## config.mk

```make
export PLATFORM = sky130hd
export DESIGN_NAME = multi_slot_tick_timer_table_unit
export DESIGN_NICKNAME = d
export VERILOG_FILES = /design/src/rtl/core/mstt_pkg.sv /design/src/rtl/core/mstt_slot_ram.sv /design/src/rtl/core/multi_slot_tick_timer_table_unit.sv
export SDC_FILE = /design/constraint.sdc
export NUM_CORES = 1
export LEC_CHECK = 0
export BUFFER_PORTS_ARGS = -buffer_cell sky130_fd_sc_hd__clkbuf_2
export CAP_MARGIN = 10
export CORE_ASPECT_RATIO = 1.25
export CORE_UTILIZATION = 58
export CTS_BUF_LIST = sky130_fd_sc_hd__clkbuf_2
export DETAILED_ROUTE_END_ITERATION = 8
export PLACE_DENSITY = 0.78
export SLEW_MARGIN = 40
export SYNTH_ARGS = -nofsm -noshare
export SYNTH_HDL_FRONTEND = slang
export SYNTH_SLANG_ARGS = --single-unit
```

## constraint.sdc

```tcl
create_clock -name clk -period 4.79 [get_ports clk]
set_clock_uncertainty 0.15 [all_clocks]
set_input_delay 0.2395 -clock clk [delete_from_list [all_inputs] [get_ports clk]]
set_output_delay 0.2395 -clock clk [all_outputs]
set_load 0.03 [all_outputs]
```

## src/rtl/core/mstt_pkg.sv

```systemverilog
// Shared types and codes for the tick timer table.
// Used by the slot RAM, the top level and the testbench.
package mstt_pkg;

    localparam int PERIOD_W = 16;
    localparam int REPS_W   = 8;
    localparam int HANDLE_W = 4;
    localparam int MASK_W   = 16;
    localparam int ACNT_W   = 5;
    localparam int OP_W     = 2;

    typedef enum logic [OP_W-1:0] {
        OP_TICK       = 2'd0,
        OP_SCHEDULE   = 2'd1,
        OP_CANCEL     = 2'd2,
        OP_CANCEL_ALL = 2'd3
    } op_t;

    typedef enum logic [1:0] {
        ST_IDLE,
        ST_SWEEP,
        ST_SCAN,
        ST_FINISH
    } state_t;

    typedef struct packed {
        logic [PERIOD_W-1:0] reload;
        logic [PERIOD_W-1:0] remaining;
        logic [REPS_W-1:0]   repeats;
    } slot_entry_t;

endpackage

```

## src/rtl/core/mstt_slot_ram.sv

```systemverilog
// Slot RAM: one entry per timer slot, one write and one registered read port.
// Depends on mstt_pkg for the entry layout.
module mstt_slot_ram #(
    parameter int DEPTH = 16,
    parameter int ADDR_W = 4
) (
    input  logic                      clk,
    input  logic                      we,
    input  logic [ADDR_W-1:0]         waddr,
    input  mstt_pkg::slot_entry_t     wdata,
    input  logic [ADDR_W-1:0]         raddr,
    output mstt_pkg::slot_entry_t     rdata
);

    mstt_pkg::slot_entry_t mem [DEPTH];
    mstt_pkg::slot_entry_t rdata_reg;

    always_ff @(posedge clk)
    begin
        if (we)
        begin
            mem[waddr] <= wdata;
        end
    end

    always_ff @(posedge clk)
    begin
        rdata_reg <= mem[raddr];
    end

    assign rdata = rdata_reg;

endmodule

```

## src/rtl/core/multi_slot_tick_timer_table_unit.sv

```systemverilog
// Top level of the tick timer table: control, slot flags and output register.
// Depends on mstt_pkg and mstt_slot_ram.
//
// A table of SLOTS countdown timers. Each input word carries an opcode in
// s_tuser: tick, schedule, cancel one handle, cancel all. Exactly one result
// word comes back for each input word. Period, reload value and repeats live
// in a single-port-read RAM; the free/active flag of each slot sits in a
// flip-flop, so reset frees the whole table at once with no clearing pass.
// Operation: a tick walks every slot through the RAM, one read-modify-write per
// cycle; a schedule scans the slot flags lowest first, one slot per cycle, and
// reports an error when the table is full; a cancel, a cancel-all or a schedule
// with a zero period goes straight to the result. A new input word is taken
// while the previous result still waits in the output register.
module multi_slot_tick_timer_table_unit #(
    parameter int SLOTS = 16
) (
    input  logic        clk,
    input  logic        rst_n,
    input  logic        s_tvalid,
    output logic        s_tready,
    input  logic [1:0]  s_tuser,   // opcode[1:0]
    input  logic [31:0] s_tdata,   // period_ticks[15:0], repeat_count[23:16], handle[27:24]
    output logic        m_tvalid,
    input  logic        m_tready,
    output logic        m_tuser,   // error[0]
    output logic [31:0] m_tdata    // slot_handle[3:0], fired_mask[19:4],
                                   // active_count[24:20], tick_enable[25]
);

    localparam int IDX_W = (SLOTS > 1) ? $clog2(SLOTS) : 1;
    localparam int CNT_W = $clog2(SLOTS + 1);

    mstt_pkg::state_t state_reg, state_next;

    logic [SLOTS-1:0]                active_reg, active_next;
    logic [CNT_W-1:0]                count_reg, count_next;
    logic [CNT_W-1:0]                ptr_reg, ptr_next;
    logic                            pend_reg, pend_next;
    logic [IDX_W-1:0]                pidx_reg, pidx_next;
    logic [mstt_pkg::PERIOD_W-1:0]   period_reg, period_next;
    logic [mstt_pkg::REPS_W-1:0]     reps_reg, reps_next;
    logic [mstt_pkg::MASK_W-1:0]     fired_reg, fired_next;
    logic [mstt_pkg::HANDLE_W-1:0]   handle_reg, handle_next;
    logic                            err_reg, err_next;
    logic                            out_valid_reg, out_valid_next;
    logic [31:0]                     out_tdata_reg, out_tdata_next;
    logic                            out_tuser_reg, out_tuser_next;

    logic                            ram_we;
    logic [IDX_W-1:0]                ram_waddr;
    mstt_pkg::slot_entry_t           ram_wdata;
    mstt_pkg::slot_entry_t           ram_rdata;

    mstt_pkg::op_t                   in_op;
    logic [mstt_pkg::PERIOD_W-1:0]   in_period;
    logic [mstt_pkg::REPS_W-1:0]     in_reps;
    logic [6:0]                      in_handle_w;
    logic [6:0]                      pidx_w;
    logic [6:0]                      ptr_w;
    logic [6:0]                      count_w;
    logic [mstt_pkg::PERIOD_W-1:0]   rem_dec;
    logic                            ptr_done;
    logic                            out_free;
    logic [mstt_pkg::ACNT_W-1:0]     acnt;

    assign in_op       = mstt_pkg::op_t'(s_tuser);
    assign in_period   = s_tdata[15:0];
    assign in_reps     = s_tdata[23:16];
    assign in_handle_w = 7'(s_tdata[27:24]);
    assign pidx_w      = 7'(pidx_reg);
    assign ptr_w       = 7'(ptr_reg);
    assign count_w     = 7'(count_reg);
    assign rem_dec     = ram_rdata.remaining - 16'd1;
    assign ptr_done    = (ptr_reg == CNT_W'(SLOTS));
    assign out_free    = !out_valid_reg || m_tready;
    assign acnt        = (count_w > 7'd31) ? 5'd31 : count_w[4:0];

    assign s_tready = (state_reg == mstt_pkg::ST_IDLE);
    assign m_tvalid = out_valid_reg;
    assign m_tdata  = out_tdata_reg;
    assign m_tuser  = out_tuser_reg;

    mstt_slot_ram #(
        .DEPTH  (SLOTS),
        .ADDR_W (IDX_W)
    ) u_ram (
        .clk   (clk),
        .we    (ram_we),
        .waddr (ram_waddr),
        .wdata (ram_wdata),
        .raddr (ptr_reg[IDX_W-1:0]),
        .rdata (ram_rdata)
    );

    // Next state
    always_comb
    begin
        state_next = state_reg;
        unique case (state_reg)
            mstt_pkg::ST_IDLE:
            begin
                if (s_tvalid)
                begin
                    unique case (in_op)
                        mstt_pkg::OP_TICK:       state_next = mstt_pkg::ST_SWEEP;
                        mstt_pkg::OP_SCHEDULE:   state_next = (in_period == '0) ?
                                                     mstt_pkg::ST_FINISH : mstt_pkg::ST_SCAN;
                        mstt_pkg::OP_CANCEL:     state_next = mstt_pkg::ST_FINISH;
                        mstt_pkg::OP_CANCEL_ALL: state_next = mstt_pkg::ST_FINISH;
                    endcase
                end
            end
            mstt_pkg::ST_SWEEP:
            begin
                if (ptr_done && !pend_reg)
                begin
                    state_next = mstt_pkg::ST_FINISH;
                end
            end
            mstt_pkg::ST_SCAN:
            begin
                if (ptr_done || !active_reg[ptr_reg[IDX_W-1:0]])
                begin
                    state_next = mstt_pkg::ST_FINISH;
                end
            end
            mstt_pkg::ST_FINISH:
            begin
                if (out_free)
                begin
                    state_next = mstt_pkg::ST_IDLE;
                end
            end
        endcase
    end

    // Datapath and outputs
    always_comb
    begin
        active_next    = active_reg;
        count_next     = count_reg;
        ptr_next       = ptr_reg;
        pend_next      = 1'b0;
        pidx_next      = pidx_reg;
        period_next    = period_reg;
        reps_next      = reps_reg;
        fired_next     = fired_reg;
        handle_next    = handle_reg;
        err_next       = err_reg;
        out_valid_next = out_valid_reg && !m_tready;
        out_tdata_next = out_tdata_reg;
        out_tuser_next = out_tuser_reg;
        ram_we         = 1'b0;
        ram_waddr      = pidx_reg;
        ram_wdata      = ram_rdata;

        unique case (state_reg)
            mstt_pkg::ST_IDLE:
            begin
                if (s_tvalid)
                begin
                    ptr_next    = '0;
                    fired_next  = '0;
                    handle_next = '0;
                    err_next    = 1'b0;
                    period_next = in_period;
                    reps_next   = in_reps;
                    unique case (in_op)
                        mstt_pkg::OP_TICK:
                        begin
                        end
                        mstt_pkg::OP_SCHEDULE:
                        begin
                            err_next = (in_period == '0);
                        end
                        mstt_pkg::OP_CANCEL:
                        begin
                            if ((in_handle_w < 7'(SLOTS)) &&
                                active_reg[in_handle_w[IDX_W-1:0]])
                            begin
                                active_next[in_handle_w[IDX_W-1:0]] = 1'b0;
                                count_next = count_reg - CNT_W'(1);
                            end
                        end
                        mstt_pkg::OP_CANCEL_ALL:
                        begin
                            active_next = '0;
                            count_next  = '0;
                        end
                    endcase
                end
            end
            mstt_pkg::ST_SWEEP:
            begin
                // issue the read of the next slot while the previous one is updated
                if (!ptr_done)
                begin
                    pend_next = 1'b1;
                    pidx_next = ptr_reg[IDX_W-1:0];
                    ptr_next  = ptr_reg + CNT_W'(1);
                end
                if (pend_reg && active_reg[pidx_reg])
                begin
                    ram_we = 1'b1;
                    ram_wdata.remaining = rem_dec;
                    if (rem_dec == '0)
                    begin
                        if (pidx_w < 7'(mstt_pkg::MASK_W))
                        begin
                            fired_next[pidx_w[3:0]] = 1'b1;
                        end
                        priority if (ram_rdata.repeats == '0)
                        begin
                            ram_wdata.remaining = ram_rdata.reload;
                        end
                        else if (ram_rdata.repeats == 8'd1)
                        begin
                            active_next[pidx_reg] = 1'b0;
                            count_next = count_reg - CNT_W'(1);
                        end
                        else
                        begin
                            ram_wdata.repeats   = ram_rdata.repeats - 8'd1;
                            ram_wdata.remaining = ram_rdata.reload;
                        end
                    end
                end
            end
            mstt_pkg::ST_SCAN:
            begin
                priority if (ptr_done)
                begin
                    err_next = 1'b1;
                end
                else if (!active_reg[ptr_reg[IDX_W-1:0]])
                begin
                    ram_we              = 1'b1;
                    ram_waddr           = ptr_reg[IDX_W-1:0];
                    ram_wdata.reload    = period_reg;
                    ram_wdata.remaining = period_reg;
                    ram_wdata.repeats   = reps_reg;
                    active_next[ptr_reg[IDX_W-1:0]] = 1'b1;
                    count_next  = count_reg + CNT_W'(1);
                    handle_next = ptr_w[3:0];
                end
                else
                begin
                    ptr_next = ptr_reg + CNT_W'(1);
                end
            end
            mstt_pkg::ST_FINISH:
            begin
                if (out_free)
                begin
                    out_valid_next = 1'b1;
                    out_tuser_next = err_reg;
                    out_tdata_next = {6'd0, (count_reg != '0), acnt, fired_reg, handle_reg};
                end
            end
        endcase
    end

    always_ff @(posedge clk or negedge rst_n)
    begin
        if (!rst_n)
        begin
            state_reg     <= mstt_pkg::ST_IDLE;
            active_reg    <= '0;
            count_reg     <= '0;
            ptr_reg       <= '0;
            pend_reg      <= 1'b0;
            out_valid_reg <= 1'b0;
        end
        else
        begin
            state_reg     <= state_next;
            active_reg    <= active_next;
            count_reg     <= count_next;
            ptr_reg       <= ptr_next;
            pend_reg      <= pend_next;
            out_valid_reg <= out_valid_next;
        end
    end

    always_ff @(posedge clk)
    begin
        pidx_reg      <= pidx_next;
        period_reg    <= period_next;
        reps_reg      <= reps_next;
        fired_reg     <= fired_next;
        handle_reg    <= handle_next;
        err_reg       <= err_next;
        out_tdata_reg <= out_tdata_next;
        out_tuser_reg <= out_tuser_next;
    end

endmodule

```

# == Yosys cells after proc, flatten, opt, wreduce, memory -nomap -nowiden ==
# Memory sizes are Yosys's and may differ from the RTL's. A register that Yosys moved wholly into a read port is not among the register bits.
# Cells that the tools add are included.
# word_totals
memories,1
regBits,106
output_inout_bits,35
elab_cells,172
inputBits,38
mem_bits_rw,640
# classes
n_eq_ne,24
add_sub_neg,5
magnitude_cmp,9
n_reduce_logical,32
bitwise,7
muxes,79
# mem_list
memory,words,width,read_ports,rd_clocked_by_memory_dff,wr,line_no,text
u_ram.mem,16,40,1,1,1,mstt_slot_ram.sv:15,mstt_pkg::slot_entry_t mem [DEPTH];
# ops
cell,count
16-bit two-way mux,14
40-bit two-way mux,2
24-bit two-way mux,3
16-bit case mux with 2 select lines,2
5-bit two-way mux,12
16-bit case mux with 3 select lines,1
24-bit case mux with 2 select lines,1
16-bit bitwise AND,2
16-bit zero test,2
16-bit NOT,2
16-bit OR,2
5-bit case mux with 3 select lines,2
"2-bit != test, second input constant",14
"4-bit by 5-bit less-than comparator with 1-bit output, second input constant",5
4-bit two-way mux,6
1-bit two-way mux,19
"16-bit by 1-bit subtractor with 16-bit output, second input constant",1
1-bit binary-select mux with 4-bit select,3
1-bit demux with 4-bit select,3
"4-bit by 1-bit greater-or-equal comparator with 1-bit output, second input constant",3
"5-bit by 1-bit adder with 5-bit output, second input constant",2
5-bit case mux with 2 select lines,1
10-bit AND reduction,1
5-bit AND reduction,2
28 further kinds,51

# == Logic depth before layout (Yosys ltp) ==
# depth
depth_word,11
mapped_depth,12
depth_no_buf,10

# == Modules after synthesis ==
# From an unflattened synthesis, not the netlist that was laid out.
# unflattened
cells_unflattened,1734
hier_area_um2,32060.7
# by_module_without_submodules
module,area_per_inst_um2,n_inst,cells_per_inst
mstt_slot_ram,25130.4,1,1040
multi_slot_tick_timer_table_unit,6930.4,1,694

# == Least setup slack after synthesis ==
# No wires, ideal clock.
# synth_path
path_type,register -> register
start,reg ptr_reg[1]
end,mem u_ram.mem[1][0] (netlist name) (enable)
t_arrival_ns,4.171
path_buffers,4
stages_incl_launch_ff,12
synth_period_minus_slack_ns,4.758
setup_ns,0.438
slack_ns,0.032
required_time_ns,4.202
cell_sequence,dfrtp_1 buf_2 buf_1 buf_1 inv_1 ha_1 nand3_1 nand2_1 nor2_1 clkbuf_1 a32oi_1 nor2_1
# synth_via
elab_chain_cells,7
elab_cells_between_ends,11
classes_between,eq/ne: 1; mux: 10
# synth_lines
element,line_no,text
"start, declared",multi_slot_tick_timer_table_unit.sv:37,"logic [CNT_W-1:0] ptr_reg, ptr_next;"
"start signal, assigned",multi_slot_tick_timer_table_unit.sv:279,ptr_reg <= ptr_next;
1-bit binary-select mux with 4-bit select,multi_slot_tick_timer_table_unit.sv:235,else if (!active_reg[ptr_reg[IDX_W-1:0]])
1-bit two-way mux (implied by the code),multi_slot_tick_timer_table_unit.sv:235,
1-bit two-way mux,multi_slot_tick_timer_table_unit.sv:235,
1-bit two-way mux,multi_slot_tick_timer_table_unit.sv:231,priority if (ptr_done)
1-bit case mux with 2 select lines,multi_slot_tick_timer_table_unit.sv:157,unique case (state_reg)
1-bit two-way mux,mstt_slot_ram.sv:20,if (we)
1-bit two-way mux (implied by the code),mstt_slot_ram.sv:22,mem[waddr] <= wdata;
"end, declared",mstt_slot_ram.sv:15,
# Several ways; a longest one is shown, not always the timed one. The select of a mux whose other input is x is not followed.

==> metrics.cfg <==
[outcome]
status = finished, final reports clean

[logic_synthesis]
ys_seq_area_share_pct = 73.1
yosysWarnings = 0
netlist_area_sq_um = 31500
yosys.area.top_type = edfxtp_1
synthArstFlopShare_pct = 3.82
yosysUniqueCellTypes = 72
synth_top_cell_area_share_pct = 68.1
syn_inst = 1617
yosys-top-cells-area = edfxtp_1, mux4_2, dfxtp_1
synth_seq_cells = 786
synthFlopType = edfxtp_1
synth-edff-count = 716
syn_avg_cell_area_sq_um = 19.5

[detailed_routing]
via_per_inst = 6.24
drc = 0
dr.pass1.iters = 8
num_vias = 17500
routed_wl_mm = 74.5
post_drt_wl_per_cell_um = 26.6
first_iter_violations = 1722
postRouteAntennaNets = 0

[grt]
track_usage_pct = 27.8
grt_pass1_vias = 18300
antenna_found_initial = 1
grt_overflow = 0
grt_pass1_wl_mm = 111
grt_max_degree = 94

[place]
dp_hpwl_mm = 39.1
io_buffers = 62
gp_congestion = 0.895
dp.cells = 2370
place_area_sq_um = 33300

[critical_path]
reg2reg_to = u_ram.mem[8][5]
cp.arrival_ns = 5.14
crit_required_ns = 5.77
startpoint = u_ram.rdata[8]
rrSetupSlack_ns = 0.63
end_kind = register
worstRegToRegCells = 11
crit_path_start_kind = register
worst-setup-path-type = reg -> reg
critPathMaxFanout = 12
reg2reg_from = u_ram.rdata[8]
crit_end = u_ram.mem[8][5]

[layout]
final_common_cell = edfxtp_1
largest_register_ffs = 640
fin_cells = 2803
fin_nets = 1981
area_delta_synth_final_pct = 14.2
post-route-cell-area_sq_um = 36000
final_cell_mix = edfxtp_1, clkbuf_2, mux4_2
drive_above_1_share_pct = 33.4
final_util_pct = 67.1

[timing]
whs_ns = 0.124
setup_viol = 0
fin_crit_sh_pct = 86.8
slew_headroom_pct = 38.7
slew_viol_final = 0
finalHoldViolations = 0
worstMarginPinSlew_ns = 0.916
rsz0062_at_grt = no
max_freq_mhz = 240
layout_min_cycle_time_ns = 4.16
fin_tns_setup_ns = 0

[clock_tree]
cts_root_buf = clkbuf_2
cts_tree = yes
clk_path_buf_depth = 3
post-cts-setup-buffers = 0
cts.sinks = 786
path_clk_slew_ns = 0.11
insertion_delay_ns = 1.36
htreeDepth = 4
hold_buffers = 101
cts-buffers-inserted = 178
cts_resized = 0

[worst_hold_path]
min_path_type = in -> reg

[pwr]
leakage_nw = 12.1
ir_worst_vdd_v = 0.000437
powerDensity_nw_per_um2 = 608

[floorplanning]
dieArea_sq_um = 55300
dieHeight_um = 263
core-area_sq_um = 53700
die_x_um = 211
rows = 95
num_io_pins = 73
start_util_pct = 58.7

[run]
drv_cap = 0

-- per-layer routing --
metal | vias up | part of all wire (%) | global-route usage [%] | wire, um
met5 | - | 0 | 0 | 0
met4 | 0 | 3.2 | 11.3 | 2390
met3 | 190 | 7.2 | 6.42 | 5370
met2 | 901 | 53 | 47.4 | 39300
met1 | 8947 | 37 | 34.5 | 27500
li1 | 7442 | - | - | -
-- power by group --
part	switching, mW	internal, mW	total (mW)
Combinational	4.40	2.73	7.12
Sequential	0.568	9.82	10.4
Clock	2.58	1.82	4.40
-- worst max-delay path: stages, from the launching register on --
cell and delay, ns:
dfxtp_1 0.38, inv_1 0.10, ha_1 0.32, nor3b_4 0.35, nand2_1 0.16, o32a_1 0.31, a211o_1 0.35, and4bb_2 0.53
and2_1 0.24, nand2_1 0.11, o211ai_1 0.61, buf_2 0.32
-- layout make-up --
class / count / area [sq um]
diodes: 2 / 5.00
clock buffers: 279 / 1400
clock inverters: 49 / 347
fillers: 3560 / 17700
inverters: 20 / 75.1
multi-input cells: 721 / 8200
flip-flops and latches: 786 / 23100
well taps: 727 / 910
repair buffers: 219 / 2050
-- metrics by stage --
| stage | setup slack [ns] | power [mW] |
|---|---|---|
| floorplan | 0.0317 | 15.2 |
| global placement | 0.781 | 17.1 |
| detailed placement | 0.688 | 17.5 |
| CTS | 0.572 | 21.9 |
| global route | 0.398 | 22.9 |
| finish | 0.632 | 21.9 |
-- cell usage after synthesis (3+ instances only) --
cell	n
o211ai_1	7
a221oi_1	3
mux4_2	212
nor2b_1	22
o21ai_1	3
a21o_1	4
nor4_1	22
mux2i_1	8
buf_2	6
o31ai_1	5
ha_1	17
clkbuf_1	66
nand2_1	58
buf_1	15
dfrtp_1	30
dfxtp_1	40
nand3b_1	4
a21oi_1	50
buf_4	6
a22o_1	3
xor2_1	4
and2_1	10
a31oi_1	16
nor2_1	72
a22oi_1	11
mux2_2	22
and3_1	9
a222oi_1	4
nand3_1	13
o21a_1	10
a211o_1	3
nand2b_1	5
a221o_1	4
a32oi_1	4
nor3_1	21
nand4_1	6
o32a_1	15
edfxtp_1	716
inv_1	19
o22a_1	4
o21ai_0	29
-- cells by family after synthesis --
group | Yosys count | share of synthesized area [%]
and+or+nand+nor | 258 | 4.20
other | 1 | 0.0119
adders and majority gates | 17 | 0.674
buffers and inverters | 115 | 1.51
AOI/OAI and AO/OA | 193 | 4.22
muxes | 242 | 16.2
xor gates and xnor gates | 5 | 0.139
DFF | 786 | 73.1
-- worst min-delay path by stage --
stage                     depth (start not counted)  slack [ns]         from       endpoint
final                                             5        0.12  s_tdata[24]  active_reg[1]
after detailed placement                          1         0.1        rst_n       m_tvalid
after CTS                                         5       0.002  s_tdata[24]  active_reg[1]
after global placement                            1        0.23        rst_n       m_tvalid
after global routing                              5        0.15  s_tdata[24]  active_reg[1]
after floorplan                                   0       -0.21        rst_n  active_reg[0]
No activity file was read; power rests on OpenSTA's default activity.
